--- src/rtl/dsg_pkg.sv ---
// Package for the DDS sine generator: payload types, register codes,
// reset values and the quarter-wave-free 64-entry sine table. No dependencies.
`timescale 1ns / 1ps
`default_nettype none

package dsg_pkg;

   localparam int PHASE_W    = 16;
   localparam int AMP_W      = 4;
   localparam int DUTY_W     = 8;
   localparam int ROM_ADDR_W = 6;
   localparam int ROM_DEPTH  = 1 << ROM_ADDR_W;
   localparam int CSR_IDX_W  = 1;
   localparam int CSR_DATA_W = 16;

   localparam logic [CSR_IDX_W-1:0] CSR_PHASE_STEP = 1'b0;
   localparam logic [CSR_IDX_W-1:0] CSR_AMPLITUDE  = 1'b1;

   localparam logic [PHASE_W-1:0] PHASE_STEP_RESET = 16'd10;
   localparam logic [AMP_W-1:0]   AMPLITUDE_RESET  = 4'd15;

   localparam logic [DUTY_W-1:0] SINE_ROM [ROM_DEPTH] = '{
      8'd128, 8'd140, 8'd152, 8'd165, 8'd176, 8'd188, 8'd198, 8'd208,
      8'd218, 8'd226, 8'd234, 8'd240, 8'd245, 8'd250, 8'd253, 8'd254,
      8'd255, 8'd254, 8'd253, 8'd250, 8'd245, 8'd240, 8'd234, 8'd226,
      8'd218, 8'd208, 8'd198, 8'd188, 8'd176, 8'd165, 8'd152, 8'd140,
      8'd128, 8'd115, 8'd103, 8'd90,  8'd79,  8'd67,  8'd57,  8'd47,
      8'd37,  8'd29,  8'd21,  8'd15,  8'd10,  8'd5,   8'd2,   8'd1,
      8'd0,   8'd1,   8'd2,   8'd5,   8'd10,  8'd15,  8'd21,  8'd29,
      8'd37,  8'd47,  8'd57,  8'd67,  8'd79,  8'd90,  8'd103, 8'd115
   };

   typedef struct packed {
      logic enable;
   } req_payload_type;

   typedef struct packed {
      logic [DUTY_W-1:0] duty;
      logic              generating;
   } rsp_payload_type;

   typedef struct packed {
      logic [PHASE_W-1:0] phase_step;
      logic [AMP_W-1:0]   amplitude;
   } cfg_type;

endpackage

`default_nettype wire

--- src/rtl/dsg_stream_if.sv ---
// Valid/ready stream interface carrying one payload struct per request.
// Payload type is a parameter; used with the types of dsg_pkg.
`timescale 1ns / 1ps
`default_nettype none

interface dsg_stream_if #(
   parameter type payload_type = logic
);
   logic        valid;
   logic        ready;
   payload_type data;

   modport source (output valid, output data, input ready);
   modport sink   (input valid, input data, output ready);
   modport monitor(input valid, input ready, input data);
endinterface

`default_nettype wire

--- src/rtl/dsg_csr.sv ---
// Configuration registers (phase step and amplitude) of the sine generator.
// Depends on dsg_pkg.
`timescale 1ns / 1ps
`default_nettype none

module dsg_csr
   import dsg_pkg::*;
(
   input  wire logic                  clock,
   input  wire logic                  reset,
   input  wire logic                  csr_write_enable,
   input  wire logic [CSR_IDX_W-1:0]  csr_index,
   input  wire logic [CSR_DATA_W-1:0] csr_wdata,
   output cfg_type                    cfg
);

   cfg_type cfg_ff, cfg_in;

   always_comb begin
      cfg_in = cfg_ff;
      if (csr_write_enable) begin
         case (csr_index)
            CSR_PHASE_STEP: cfg_in.phase_step = csr_wdata[PHASE_W-1:0];
            CSR_AMPLITUDE:  cfg_in.amplitude  = csr_wdata[AMP_W-1:0];
            default:        cfg_in = cfg_ff;
         endcase
      end
   end

   always_ff @(posedge clock) begin
      if (reset) begin
         cfg_ff.phase_step <= PHASE_STEP_RESET;
         cfg_ff.amplitude  <= AMPLITUDE_RESET;
      end else begin
         cfg_ff <= cfg_in;
      end
   end

   assign cfg = cfg_ff;

endmodule

`default_nettype wire

--- src/rtl/dsg_scale.sv ---
// Sine table lookup and 4-bit shift-add amplitude scaling.
// Depends on dsg_pkg.
`timescale 1ns / 1ps
`default_nettype none

module dsg_scale
   import dsg_pkg::*;
(
   input  wire logic [ROM_ADDR_W-1:0] addr,
   input  wire logic [AMP_W-1:0]      amplitude,
   output logic      [DUTY_W-1:0]     scaled
);

   logic [DUTY_W-1:0] entry;

   // largest sum is 236, fits without saturation
   always_comb begin
      entry  = SINE_ROM[addr];
      scaled = (amplitude[3] ? (entry >> 1) : '0)
             + (amplitude[2] ? (entry >> 2) : '0)
             + (amplitude[1] ? (entry >> 3) : '0)
             + (amplitude[0] ? (entry >> 4) : '0);
   end

endmodule

`default_nettype wire

--- src/rtl/dsg_core.sv ---
// Phase accumulator, held duty value and idle/generate mode.
// Depends on dsg_pkg and dsg_scale.
`timescale 1ns / 1ps
`default_nettype none

module dsg_core
   import dsg_pkg::*;
(
   input  wire logic              clock,
   input  wire logic              reset,
   input  wire logic              advance,
   input  wire logic              enable,
   input  cfg_type                cfg,
   output logic      [DUTY_W-1:0] duty,
   output logic                   gen_mode
);

   logic [PHASE_W-1:0] accum_ff, accum_in, accum_sum;
   logic [DUTY_W-1:0]  duty_ff, duty_in, scaled;
   logic               gen_ff, gen_in;

   assign accum_sum = accum_ff + cfg.phase_step;

   dsg_scale u_scale (
      .addr      (accum_sum[PHASE_W-1 -: ROM_ADDR_W]),
      .amplitude (cfg.amplitude),
      .scaled    (scaled)
   );

   always_comb begin
      accum_in = accum_ff;
      duty_in  = duty_ff;
      gen_in   = gen_ff;
      if (advance) begin
         gen_in = enable;
         if (gen_ff) begin
            accum_in = accum_sum;
            duty_in  = scaled;
         end else begin
            accum_in = '0;
            duty_in  = '0;
         end
      end
   end

   always_ff @(posedge clock) begin
      if (reset) begin
         accum_ff <= '0;
         duty_ff  <= '0;
         gen_ff   <= 1'b0;
      end else begin
         accum_ff <= accum_in;
         duty_ff  <= duty_in;
         gen_ff   <= gen_in;
      end
   end

   assign duty     = duty_ff;
   assign gen_mode = gen_ff;

endmodule

`default_nettype wire

--- src/rtl/dds_sine_generator_with_amplitude_unit.sv ---
// DDS sine generator with amplitude scaling, top level.
// Result registered in the cycle after accept; one request per cycle unless stalled.
// The output register is refilled in the cycle it is taken, so ready only drops
// while a result is held. Reset (synchronous) clears phase, duty and mode, sets phase
// step to 10, amplitude to 15. Depends on dsg_pkg, dsg_stream_if, dsg_csr, dsg_core.
`timescale 1ns / 1ps
`default_nettype none

module dds_sine_generator_with_amplitude_unit
   import dsg_pkg::*;
(
   input  wire logic                  clock,
   input  wire logic                  reset,
   dsg_stream_if.sink                 req,
   dsg_stream_if.source               rsp,
   input  wire logic                  csr_write_enable,
   input  wire logic [CSR_IDX_W-1:0]  csr_index,
   input  wire logic [CSR_DATA_W-1:0] csr_wdata
);

   cfg_type           cfg;
   req_payload_type   req_data;
   rsp_payload_type   rsp_data_ff, rsp_data_in;
   logic              rsp_valid_ff, rsp_valid_in;
   logic              accept;
   logic [DUTY_W-1:0] duty;
   logic              gen_mode;

   assign req_data  = req.data;
   assign req.ready = !rsp_valid_ff || rsp.ready;
   assign accept    = req.valid && req.ready;

   dsg_csr u_csr (
      .clock            (clock),
      .reset            (reset),
      .csr_write_enable (csr_write_enable),
      .csr_index        (csr_index),
      .csr_wdata        (csr_wdata),
      .cfg              (cfg)
   );

   dsg_core u_core (
      .clock    (clock),
      .reset    (reset),
      .advance  (accept),
      .enable   (req_data.enable),
      .cfg      (cfg),
      .duty     (duty),
      .gen_mode (gen_mode)
   );

   always_comb begin
      rsp_valid_in = rsp_valid_ff && !rsp.ready;
      rsp_data_in  = rsp_data_ff;
      if (accept) begin
         rsp_valid_in           = 1'b1;
         rsp_data_in.duty       = duty;
         rsp_data_in.generating = gen_mode;
      end
   end

   always_ff @(posedge clock) begin
      if (reset) begin
         rsp_valid_ff <= 1'b0;
      end else begin
         rsp_valid_ff <= rsp_valid_in;
      end
      rsp_data_ff <= rsp_data_in;
   end

   assign rsp.valid = rsp_valid_ff;
   assign rsp.data  = rsp_data_ff;

endmodule

`default_nettype wire

--- src/flat_wrapper.sv ---
// flat-port wrapper written by rule: the top's interface ports become plain ports
module dds_sine_generator_with_amplitude_unit_flat import dsg_pkg::*;
  (clock, reset, csr_write_enable, csr_index, csr_wdata, req_valid, req_data, req_ready, rsp_valid, rsp_data, rsp_ready);
  dsg_stream_if #(.payload_type(req_payload_type)) req_i ();
  dsg_stream_if #(.payload_type(rsp_payload_type)) rsp_i ();
  input  wire logic clock;
  input  wire logic reset;
  input  wire logic csr_write_enable;
  input  wire logic [CSR_IDX_W-1:0] csr_index;
  input  wire logic [CSR_DATA_W-1:0] csr_wdata;
  input wire logic [$bits(req_i.valid)-1:0] req_valid;
  input wire logic [$bits(req_i.data)-1:0] req_data;
  output wire logic [$bits(req_i.ready)-1:0] req_ready;
  output wire logic [$bits(rsp_i.valid)-1:0] rsp_valid;
  output wire logic [$bits(rsp_i.data)-1:0] rsp_data;
  input wire logic [$bits(rsp_i.ready)-1:0] rsp_ready;
  assign req_i.valid = req_valid;
  assign req_i.data = req_data;
  assign req_ready = req_i.ready;
  assign rsp_valid = rsp_i.valid;
  assign rsp_data = rsp_i.data;
  assign rsp_i.ready = rsp_ready;
  dds_sine_generator_with_amplitude_unit u_core (.clock(clock), .reset(reset), .req(req_i), .rsp(rsp_i), .csr_write_enable(csr_write_enable), .csr_index(csr_index), .csr_wdata(csr_wdata));
endmodule
--- config.mk ---
export PLATFORM = sky130hd
export DESIGN_NAME = dds_sine_generator_with_amplitude_unit_flat
export DESIGN_NICKNAME = d
export VERILOG_FILES = /design/src/rtl/dsg_pkg.sv /design/src/rtl/dsg_stream_if.sv /design/src/rtl/dsg_csr.sv /design/src/rtl/dsg_scale.sv /design/src/rtl/dsg_core.sv /design/src/rtl/dds_sine_generator_with_amplitude_unit.sv /design/src/flat_wrapper.sv
export SDC_FILE = /design/constraint.sdc
export NUM_CORES = 1
export LEC_CHECK = 0
export BUFFER_PORTS_ARGS = -buffer_cell sky130_fd_sc_hd__buf_2
export CORE_UTILIZATION = 65
export CTS_CLUSTER_SIZE = 28
export DETAILED_ROUTE_END_ITERATION = 10
export GPL_TIMING_DRIVEN = 0
export PLACE_DENSITY = 0.84
export SYNTH_ARGS = -nofsm -noshare
export SYNTH_HDL_FRONTEND = slang
export SYNTH_SLANG_ARGS = --single-unit
--- constraint.sdc ---
create_clock -name clock -period 15.7 [get_ports clock]
set_input_delay 0.785 -clock clock [delete_from_list [all_inputs] [get_ports clock]]
set_output_delay 0.785 -clock clock [all_outputs]
set_load 0.05 [all_outputs]
; ---- Word level (Yosys, flattened, before mapping)
; Memories as Yosys holds them, arrays and structs flattened.
; Index checks and enable logic that the tools add are counted.
[op_classes]
add_sub_neg = 4
n_mul = 0
n_div = 0
order_cmp = 1
n_eq_ne = 0
shift = 0
muxes = 9
n_bitwise = 2
reduce_logical = 7
[ops]
columns = op, n
row1 = 2-to-1 mux 8 bit, 3
row2 = adder 16 bit, 1
row3 = adder 8 bit, 2
row4 = 2-to-1 mux 16 bit, 1
row5 = adder 8 x 5 -> 8 bit, 1
row6 = >= comparator 7 bit (second input constant), 1
row7 = 2-to-1 mux 7 bit, 1
row8 = inverter 6 -> 7 bit, 1
row9 = 2-to-1 mux 6 bit, 1
row10 = 2-to-1 mux 5 bit, 1
row11 = 2-to-1 mux 4 bit, 1
row12 = AND reduction 2 bit, 2
row13 = logical AND 1 bit, 2
row14 = zero test 1 bit, 2
row15 = logical OR 1 bit, 1
row16 = 2-to-1 mux 1 bit, 1
row17 = inverter 1 bit, 1
[totals]
reg_bits = 55
latch_bits = 0
ram_bits = 0
mem_bits_ro = 512
input_bits = 23
out_inout_bits = 11
n_memories = 1
[mem_list]
columns = memory, depth, word_bits, read_ports, rd_ports_with_merged_regs, wr, line_no
row1 = (name not given), 64, 8, 1, 0, 0, dsg_scale.sv:18  ; entry = SINE_ROM[addr];

; ---- Longest topological paths before layout
; Gate-level depths: netlist of run 1.
[depth]
ltp_word = 10
depth_mapped = 31

; ---- Cells and area by module
; A second synthesis of run 1 with hierarchy kept.
[hier_totals]
cells_unflattened = 462
hier_area_um2 = 4174.0
[modules_own_cells]
columns = mod, instances, cells_each, area_each_um2, seq_area_each_um2
row1 = dsg_core, 1, 183, 1582.8, 500.5
row2 = dsg_scale, 1, 180, 1396.3, 0.0
row3 = dsg_csr, 1, 85, 869.6, 400.4
row4 = dds_sine_generator_with_amplitude_unit, 1, 14, 325.3, 290.3

; ---- Worst setup path after synthesis of run 1
; OpenSTA, ideal clock, no wires.
[synth_path]
path_kind = reg2reg
startpoint = register u_core.u_csr.cfg_ff (netlist bit u_core.u_csr.cfg[4])
endpoint = register u_core.u_core.duty_ff[7], in the netlist u_core.u_core.duty[7]
t_arrival_ps = 5376
slack_ps = 10197
stages_incl_launch_ff = 30
path_buffers = 1
synth_period_minus_slack_ps = 5503
path_cell_list = dfxtp_1 -> ha_1 -> inv_1 -> fa_1 -> nor2b_2 -> o2111ai_2 -> a21boi_2 -> o211a_1 -> buf_4 -> inv_2 -> ha_1 -> or3_1 -> a31oi_1 -> o31ai_2 -> and2_1 -> fa_1 -> inv_1 -> fa_1 -> inv_1 -> ha_1 -> inv_1 -> fa_1 -> nor2b_1 -> o21ai_0 -> nand2b_1 -> a21o_1 -> a21oi_1 -> xnor2_1 -> a22oi_1 -> nor2_1
[synth_via]
elab_chain_cells = 10
elab_cells_between_ends = 13
[synth_rtl]
columns = item, line_no
row1 = from (decl), dsg_csr.sv:17  ; cfg_type cfg_ff, cfg_in;
row2 = from (signal assigned), dsg_csr.sv:35  ; cfg_ff <= cfg_in;
row3 = adder 16 bit *, dsg_core.sv:22  ; assign accum_sum = accum_ff + cfg.phase_step;
row4 = inverter 6 -> 7 bit (implied by the code) *, dsg_scale.sv:18
row5 = memory (64 x 8 bit) *, -
row6 = 2-to-1 mux 8 bit (implied by the code) * (2 in a row), dsg_scale.sv:18
row7 = 2-to-1 mux 7 bit / 2-to-1 mux 6 bit (equally long branches), "dsg_scale.sv:19, dsg_scale.sv:20"
row8 = adder 8 bit, dsg_scale.sv:20  ; + (amplitude[2] ? (entry >> 2) : '0)
row9 = adder 8 x 5 -> 8 bit, dsg_scale.sv:21  ; + (amplitude[1] ? (entry >> 3) : '0)
row10 = adder 8 bit *, dsg_scale.sv:22  ; + (amplitude[0] ? (entry >> 4) : '0);
row11 = 2-to-1 mux 8 bit *, dsg_core.sv:36  ; if (gen_ff) begin
row12 = to (signal assigned), dsg_core.sv:53  ; duty_ff <= duty_in;
row13 = to (decl), dsg_core.sv:19  ; logic [DUTY_W-1:0] duty_ff, duty_in, scaled;
; Every way passes the cells marked *; elsewhere a longest branch is shown, timed or not. The select of a mux whose other input is x is not followed.
; A chain may end at the register's enable or synchronous reset.

; ---- Worst setup path after layout of run 1
[layout_path]
startpoint = register u_core.u_core.accum_ff[3]
endpoint = register u_core.u_core.duty_ff[6], in the netlist u_core.u_core.duty[6]
[layout_via]
elab_chain_cells = 10
elab_cells_between_ends = 13
[layout_rtl]
columns = item, line_no
row1 = from (decl), dsg_core.sv:18  ; logic [PHASE_W-1:0] accum_ff, accum_in, accum_sum;
row2 = from (signal assigned), dsg_core.sv:52  ; accum_ff <= accum_in;
row3 = adder 16 bit *, dsg_core.sv:22
row4 = inverter 6 -> 7 bit (implied by the code) *, dsg_scale.sv:18
row5 = memory (64 x 8 bit) *, -
row6 = 2-to-1 mux 8 bit (implied by the code) * (2 in a row), dsg_scale.sv:18
row7 = 2-to-1 mux 7 bit / 2-to-1 mux 6 bit (equally long branches), "dsg_scale.sv:19, dsg_scale.sv:20"
row8 = adder 8 bit, dsg_scale.sv:20
row9 = adder 8 x 5 -> 8 bit, dsg_scale.sv:21
row10 = adder 8 bit *, dsg_scale.sv:22
row11 = 2-to-1 mux 8 bit *, dsg_core.sv:36
; Marked as above.

==> metrics, run 1 <==
critical path class reg -> reg; Reg area around 1200 um2; status finished, final reports clean; CP max FO 12; # DRC 0; final setup fails 0; Clock Latency Late Sink 0.32 ns; Iteration-0 DRC Markers 193; fraction of layout instances using a drive strength above 1 14.42%; boundary pin count 34; die width 81.88 um; R2R cell count 25; vias in the first global route 3343; GPL Wtd Cong about 0.97; Post-Synthesis Cells about 500; HPWL after detailed placement 7397 um; Max Clock Freq approximately 0.16 GHz; Critical Path AT approximately 6.6 ns; Remaining Overflow, GRT 0; Startpoint Class flop; total track usage 30.24%; Worst R2R Setup Slack 9.31 ns; remaining antenna violation count after routing 0; first drt pass iteration count 5; Clock Pin Slew Worst Setup and Hold Paths 0.11 ns; Synth cell types 73; post-cts resize count 0; num rows 28; fin crit share 40.71%; Post-CTS Setup Repair Bufs 0; worst hold stages 0; Rel. slew slack 49.96%; H-Tree Level Count 2; number of fill cells between 400 and 500; Final nets 593; Primary FF master, synth dfxtp_1; unrepaired setup endpoints after global routing false; Comb pwr share 37.2%; Placement Cell Area roughly 4400 um2; RR Startpoint u_core.u_core.accum_ff[3]$_SDFFE_PP0P_; # diodes 0; Seq/Total Area, Yosys 28.72%; clock power share 22.3%; CTS Sinks 55; hold buffer count at CTS 0; mapped cell area 4148 um2; Critical Path End Type flop; Post-Syn Area per Cell about 8.5 um2; initial core utilization 68.83%; fraction of registers with async set or reset after synthesis 0%; RR Endpoint u_core.u_core.duty[6]$_SDFFE_PP0P_; first-pass GRT wire length 15440 um; top-count cell post-synth nand2_1; Syn Nets between 500 and 600; sequential power share 40.5%; fin util roughly three quarters; Layout Skew approximately 0.0069 ns; switching part of the total power 36.37%; worst hold endpoint u_core.rsp.data[1]$_DFFE_PP_; Pint approximately 0.24 mW; worst vdd ir 64.59 uV; initial antenna violation count 0; chip height around 80 um; Synth top area share 22.20%; top post-synthesis cells by area dfxtp_1, ha_1, edfxtp_1; Tot Pwr 0.3773 mW; dominant cell type by area after synthesis dfxtp_1; CTS tree built; Syn. warnings 0; final count of pins violating max slew 0; Final Hold Viols 0; CTS buffer count 5; DR vias/cell 6.223; multi-input logic area roughly 2700 um2; DIE AREA 6704 um2; MaxCap Viol Count 0; setup tns final 0 ns; CTS max path bufs 2; pin count of the biggest net entering global routing 20; Core Area ~6000 um2; synthesized flop and latch total 55; PortBufs 32; clk root buf clkbuf_8; switching pwr 0.1372 mW; vias ~3700; Layout area overhead 8.446%; Pleak around 2.0 nW; pwr/cell area ~84 nW/um2; post-layout instance area roughly 4500 um2; Hold Crit Start u_core.u_core.duty[0]$_SDFFE_PP0P_; Min Clock Period, post-route 6.391 ns; hold crit path type reg -> reg; final wirelength 9715 um; Critical Path RT 15.90 ns; Avg WL per Cell ~16 um; Synth top cells by count nand2_1, dfxtp_1, a21oi_1; Worst Tran Pin Value 0.7470 ns; Post-synth EDFFs 9
-- metal layers --
metal / wire [um] / GRT usage [%] / vias up
met5: 0 / 0 / -
met4: 126 / 8.947 / 0
met3: 682 / 5.000 / 18
met2: 4679 / 52.23 / 149
met1: 4227 / 38.33 / 1766
li1: - / - / 1813
-- final cells by class --
cell class              count  area share [%]
multi-input cells         379           60.22
flip-flops and latches     55           26.48
repair buffers             32           3.561
plain buffers              27           3.338
inverters                  26           2.170
well taps                  75           2.086
clock buffers               5           1.530
clock inverters             3          0.6120
-- worst max path at each step --
stage	slack (ns)	endpoint	startpoint
after floorplan	10.20	u_core.u_core.duty[7]$_SDFFE_PP0P_	u_core.u_csr.cfg[4]$_SDFFE_PP0P_
after global placement	9.48	u_core.u_core.duty[7]$_SDFFE_PP0P_	u_core.u_csr.cfg[7]$_SDFFE_PP1P_
after detailed placement	9.42	u_core.u_core.duty[6]$_SDFFE_PP0P_	u_core.u_csr.cfg[7]$_SDFFE_PP1P_
after CTS	9.39	u_core.u_core.duty[6]$_SDFFE_PP0P_	u_core.u_core.accum_ff[3]$_SDFFE_PP0P_
after global routing	8.87	u_core.u_core.duty[7]$_SDFFE_PP0P_	u_core.u_core.accum_ff[3]$_SDFFE_PP0P_
final	9.31	u_core.u_core.duty[6]$_SDFFE_PP0P_	u_core.u_core.accum_ff[3]$_SDFFE_PP0P_
-- critical path: stages, from the launching register on --
cell	delay, ns
dfxtp_1	0.33
ha_1	0.36
o211ai_1	0.15
or2_1	0.23
a21oi_1	0.23
a21oi_1	0.18
xnor2_2	0.61
ha_1	0.32
inv_1	0.14
nor3_1	0.26
mux2_2	0.20
a31oi_1	0.08
a32oi_1	0.43
nor2b_1	0.14
fa_1	0.55
inv_1	0.05
fa_1	0.58
inv_1	0.06
ha_1	0.28
a21o_1	0.16
a21o_1	0.20
a21o_1	0.19
a21oi_1	0.22
xnor2_1	0.10
a22oi_1	0.16
nor2_1	0.06
-- per-stage QoR --
stage	std cells	worst slack, ns	hold WS [ns]
final	602	9.309	0.4410
after global routing	602	8.866	0.4582
after global placement	594	9.482	0.4119
after detailed placement	594	9.415	0.4175
after floorplan	487	10.20	0.4029
after CTS	602	9.393	0.4422
-- cell families (layout without fill, tap and decap cells) --
| family | count (synthesis) | count (layout) | share of synthesized area [%] |
|---|---|---|---|
| DFF | 55 | 55 | 28.72 |
| muxes | 6 | 6 | 2.112 |
| and+or+nand+nor | 175 | 175 | 20.24 |
| xor gates and xnor gates | 19 | 19 | 4.555 |
| AOI/OAI and AO/OA | 135 | 135 | 23.32 |
| buffers and inverters | 53 | 93 | 5.973 |
| adders and majority gates | 44 | 44 | 15.08 |
-- power groups by stage --
stage	Sequential, mW	Clock (mW)	Combinational [mW]
floorplan	0.162	0	0.0989
global placement	0.156	0	0.134
CTS	0.153	0.0843	0.141
global route	0.154	0.0890	0.157
detailed placement	0.156	0	0.140
finish	0.153	0.0840	0.140
-- state kept, by name (all words and copies together), names as in the netlist --
name / count
u_core.rsp.data: 9
u_core.rsp.valid: 1
u_core.u_core.accum_ff: 16
u_core.u_core.duty: 8
u_core.u_core.gen_mode: 1
u_core.u_csr.cfg: 20
-- cell usage in the layout (no fill, tap or decap), types with 6 or more instances in the layout --
cell / Yosys / layout
nor3_1: 11 / 11
fa_1: 10 / 10
and2_1: 8 / 8
a21o_1: 10 / 10
xnor2_1: 11 / 11
a211o_1: 6 / 6
buf_2: 6 / 38
nand2_1: 71 / 71
o21ai_1: 7 / 7
dfxtp_1: 46 / 46
ha_1: 34 / 34
a22oi_1: 17 / 17
nor2b_1: 12 / 12
a31oi_1: 6 / 6
a21oi_1: 44 / 44
nand3_1: 7 / 7
and3_1: 11 / 11
edfxtp_1: 9 / 9
inv_1: 23 / 23
clkbuf_1: 15 / 15
nor2_1: 33 / 33
Note: power is estimated with default switching activity, not from simulation.
==> inputs of run 2 (changes only) <==
CORE_UTILIZATION = 61   (was 65)
PLACE_DENSITY = 0.79   (was 0.84)
clock period = 6 ns   (was 15.7 ns; I/O delays follow)
==> metrics, run 2 (synthesis results as in run 1) <==
status finished with violations; failing checks DRC; fin util 74.56%; initial antenna violation count 0; most common cell after layout, fill and taps aside nand2_1; Iteration-0 DRC Markers about 250; # DRC 4; number of flip-flops under the largest register name 20; pin count of the biggest net entering global routing 20; die width 84.46 um; first drt pass iteration count 8; Remaining Overflow, GRT 0; first-pass GRT wire length between 15000 and 20000 um; Critical-path top delay cell fa_1; final setup fails 0; # diodes 0; H-Tree Level Count 2; chip height 84.46 um; MaxCap Viol Count 0; Critical Path RT 6.19 ns; remaining antenna violation count after routing 0; Tot Pwr approximately 1 mW; worst vdd ir about 150 uV; vias in the first global route ~3700; placed insts 596; clk root buf clkbuf_8; Startpoint Class flop; CTS tree built; final count of pins violating max slew 0; DIE AREA 7133 um2; PortBufs 32; num rows 29; Critical Path AT 6.03 ns; critical path class reg -> reg; Min Clock Period, post-route 5.838 ns; Clock Pin Slew Worst Setup and Hold Paths around 0.10 ns; Clock Latency Late Sink 0.32 ns; hold crit path type in -> reg; Hold Slack 0.2039 ns; Worst Tran Pin Value between 0.6 and 0.7 ns; final wirelength roughly 11000 um; initial core utilization between 60 and 70%; final non-filler cell total 616; Pleak a little over 2 nW; DR vias/cell 6.252; fraction of layout instances using a drive strength above 1 between 20% and 30%; CP max FO 5; unrepaired setup endpoints after global routing true; boundary pin count 34; Rel. slew slack between 50% and 60%; Final Hold Viols 0; Critical Path End Type flop; total track usage a little under a third; GPL Wtd Cong between 0.9 and 1; CTS buffer count 5; Avg WL per Cell 17.18 um; Final nets between 600 and 700; max incr delay on CP 0.57 ns; CTS max path bufs 2; Layout Skew 0.008473 ns; fin crit share between 90% and 100%; Core Area 6459 um2; most frequent cells in the layout nand2_1, dfxtp_1, a21oi_1; vias 3851; Most common cell on crit path a21o_1; CTS Sinks 55; HPWL after detailed placement 7504 um; pwr/cell area roughly 210 nW/um2; Layout area overhead 16.11%; Max Clock Freq 0.1713 GHz
-- run 2: cell count changes in the layout (fill, tap and decap cells not counted), sizes merged --
cell and change:
buf +11, clkinvlp +1, clkinv -1, clkbuf +1
-- run 2: worst max-delay path: cells and delay by family (launching register included) --
| family | cells | cell delay (ns) |
|---|---|---|
| AOI/OAI and AO/OA | 10 | 1.76 |
| muxes | 1 | 0.17 |
| buffers and inverters | 4 | 0.44 |
| xor gates and xnor gates | 2 | 0.27 |
| and+or+nand+nor | 4 | 0.63 |
| DFF | 1 | 0.34 |
| adders and majority gates | 5 | 2.08 |
-- run 2: timing repair --
item | in CTS | in global routing
hold buffers | 0 | 0
gates resized for setup | 9 | 32
pin swaps | 3 | 7
buffers inserted | 5 | 7
setup endpoints to repair | 3 | 3
-- run 2: layer usage --
metal  routed length, um  GRT usage, %  up-vias
li1                    -             -     1836
met1                4535         37.92     1825
met2                5066         52.09      157
met3                 669         3.638       33
met4                 309         13.10        0
met5                   0             0        -
-- run 2: metrics by stage --
step | worst slack, ns | instance area [um2] | TNS, ns
6_report | 0.1619 | 4816 | 0
5_1_grt | -0.05884 | 4816 | -0.09317
4_1_cts | 0.008027 | 4614 | 0
3_5_place_dp | -0.3332 | 4404 | -0.5782
3_3_place_gp | -0.2254 | 4404 | -0.3860
2_1_floorplan | 0.4966 | 4148 | 0
-- run 2: layout make-up --
class / count / area (um2)
sequential: 55 / 1194
fill: 483 / 1643
clock inverter: 3 / 25.02
inverter: 26 / 101.3
timing repair buffer: 44 / 262.8
tap: 77 / 96.34
buffer: 27 / 157.7
clock buffer: 5 / 68.82
multi-input combinational: 379 / 2910
-- run 2: report_power, final --
group | internal, mW | switching, mW
registers | 0.391 | 0.00891
clock network | 0.0854 | 0.131
logic | 0.175 | 0.236
total | 0.652 | 0.375
-- run 2: path summary, 6_finish.rpt --
check | startpoint | end | slack, ns | depth (start not counted)
max | u_core.u_core.accum_ff[3]$_SDFFE_PP0P_ | u_core.u_core.duty[6]$_SDFFE_PP0P_ | 0.16 | 26
min reg2reg | u_core.u_core.duty[7]$_SDFFE_PP0P_ | u_core.rsp.data[8]$_DFFE_PP_ | 0.44 | 0
min | csr_wdata[11] | u_core.u_csr.cfg[15]$_SDFFE_PP0P_ | 0.20 | 3
max reg2reg | u_core.u_core.accum_ff[3]$_SDFFE_PP0P_ | u_core.u_core.duty[6]$_SDFFE_PP0P_ | 0.16 | 26
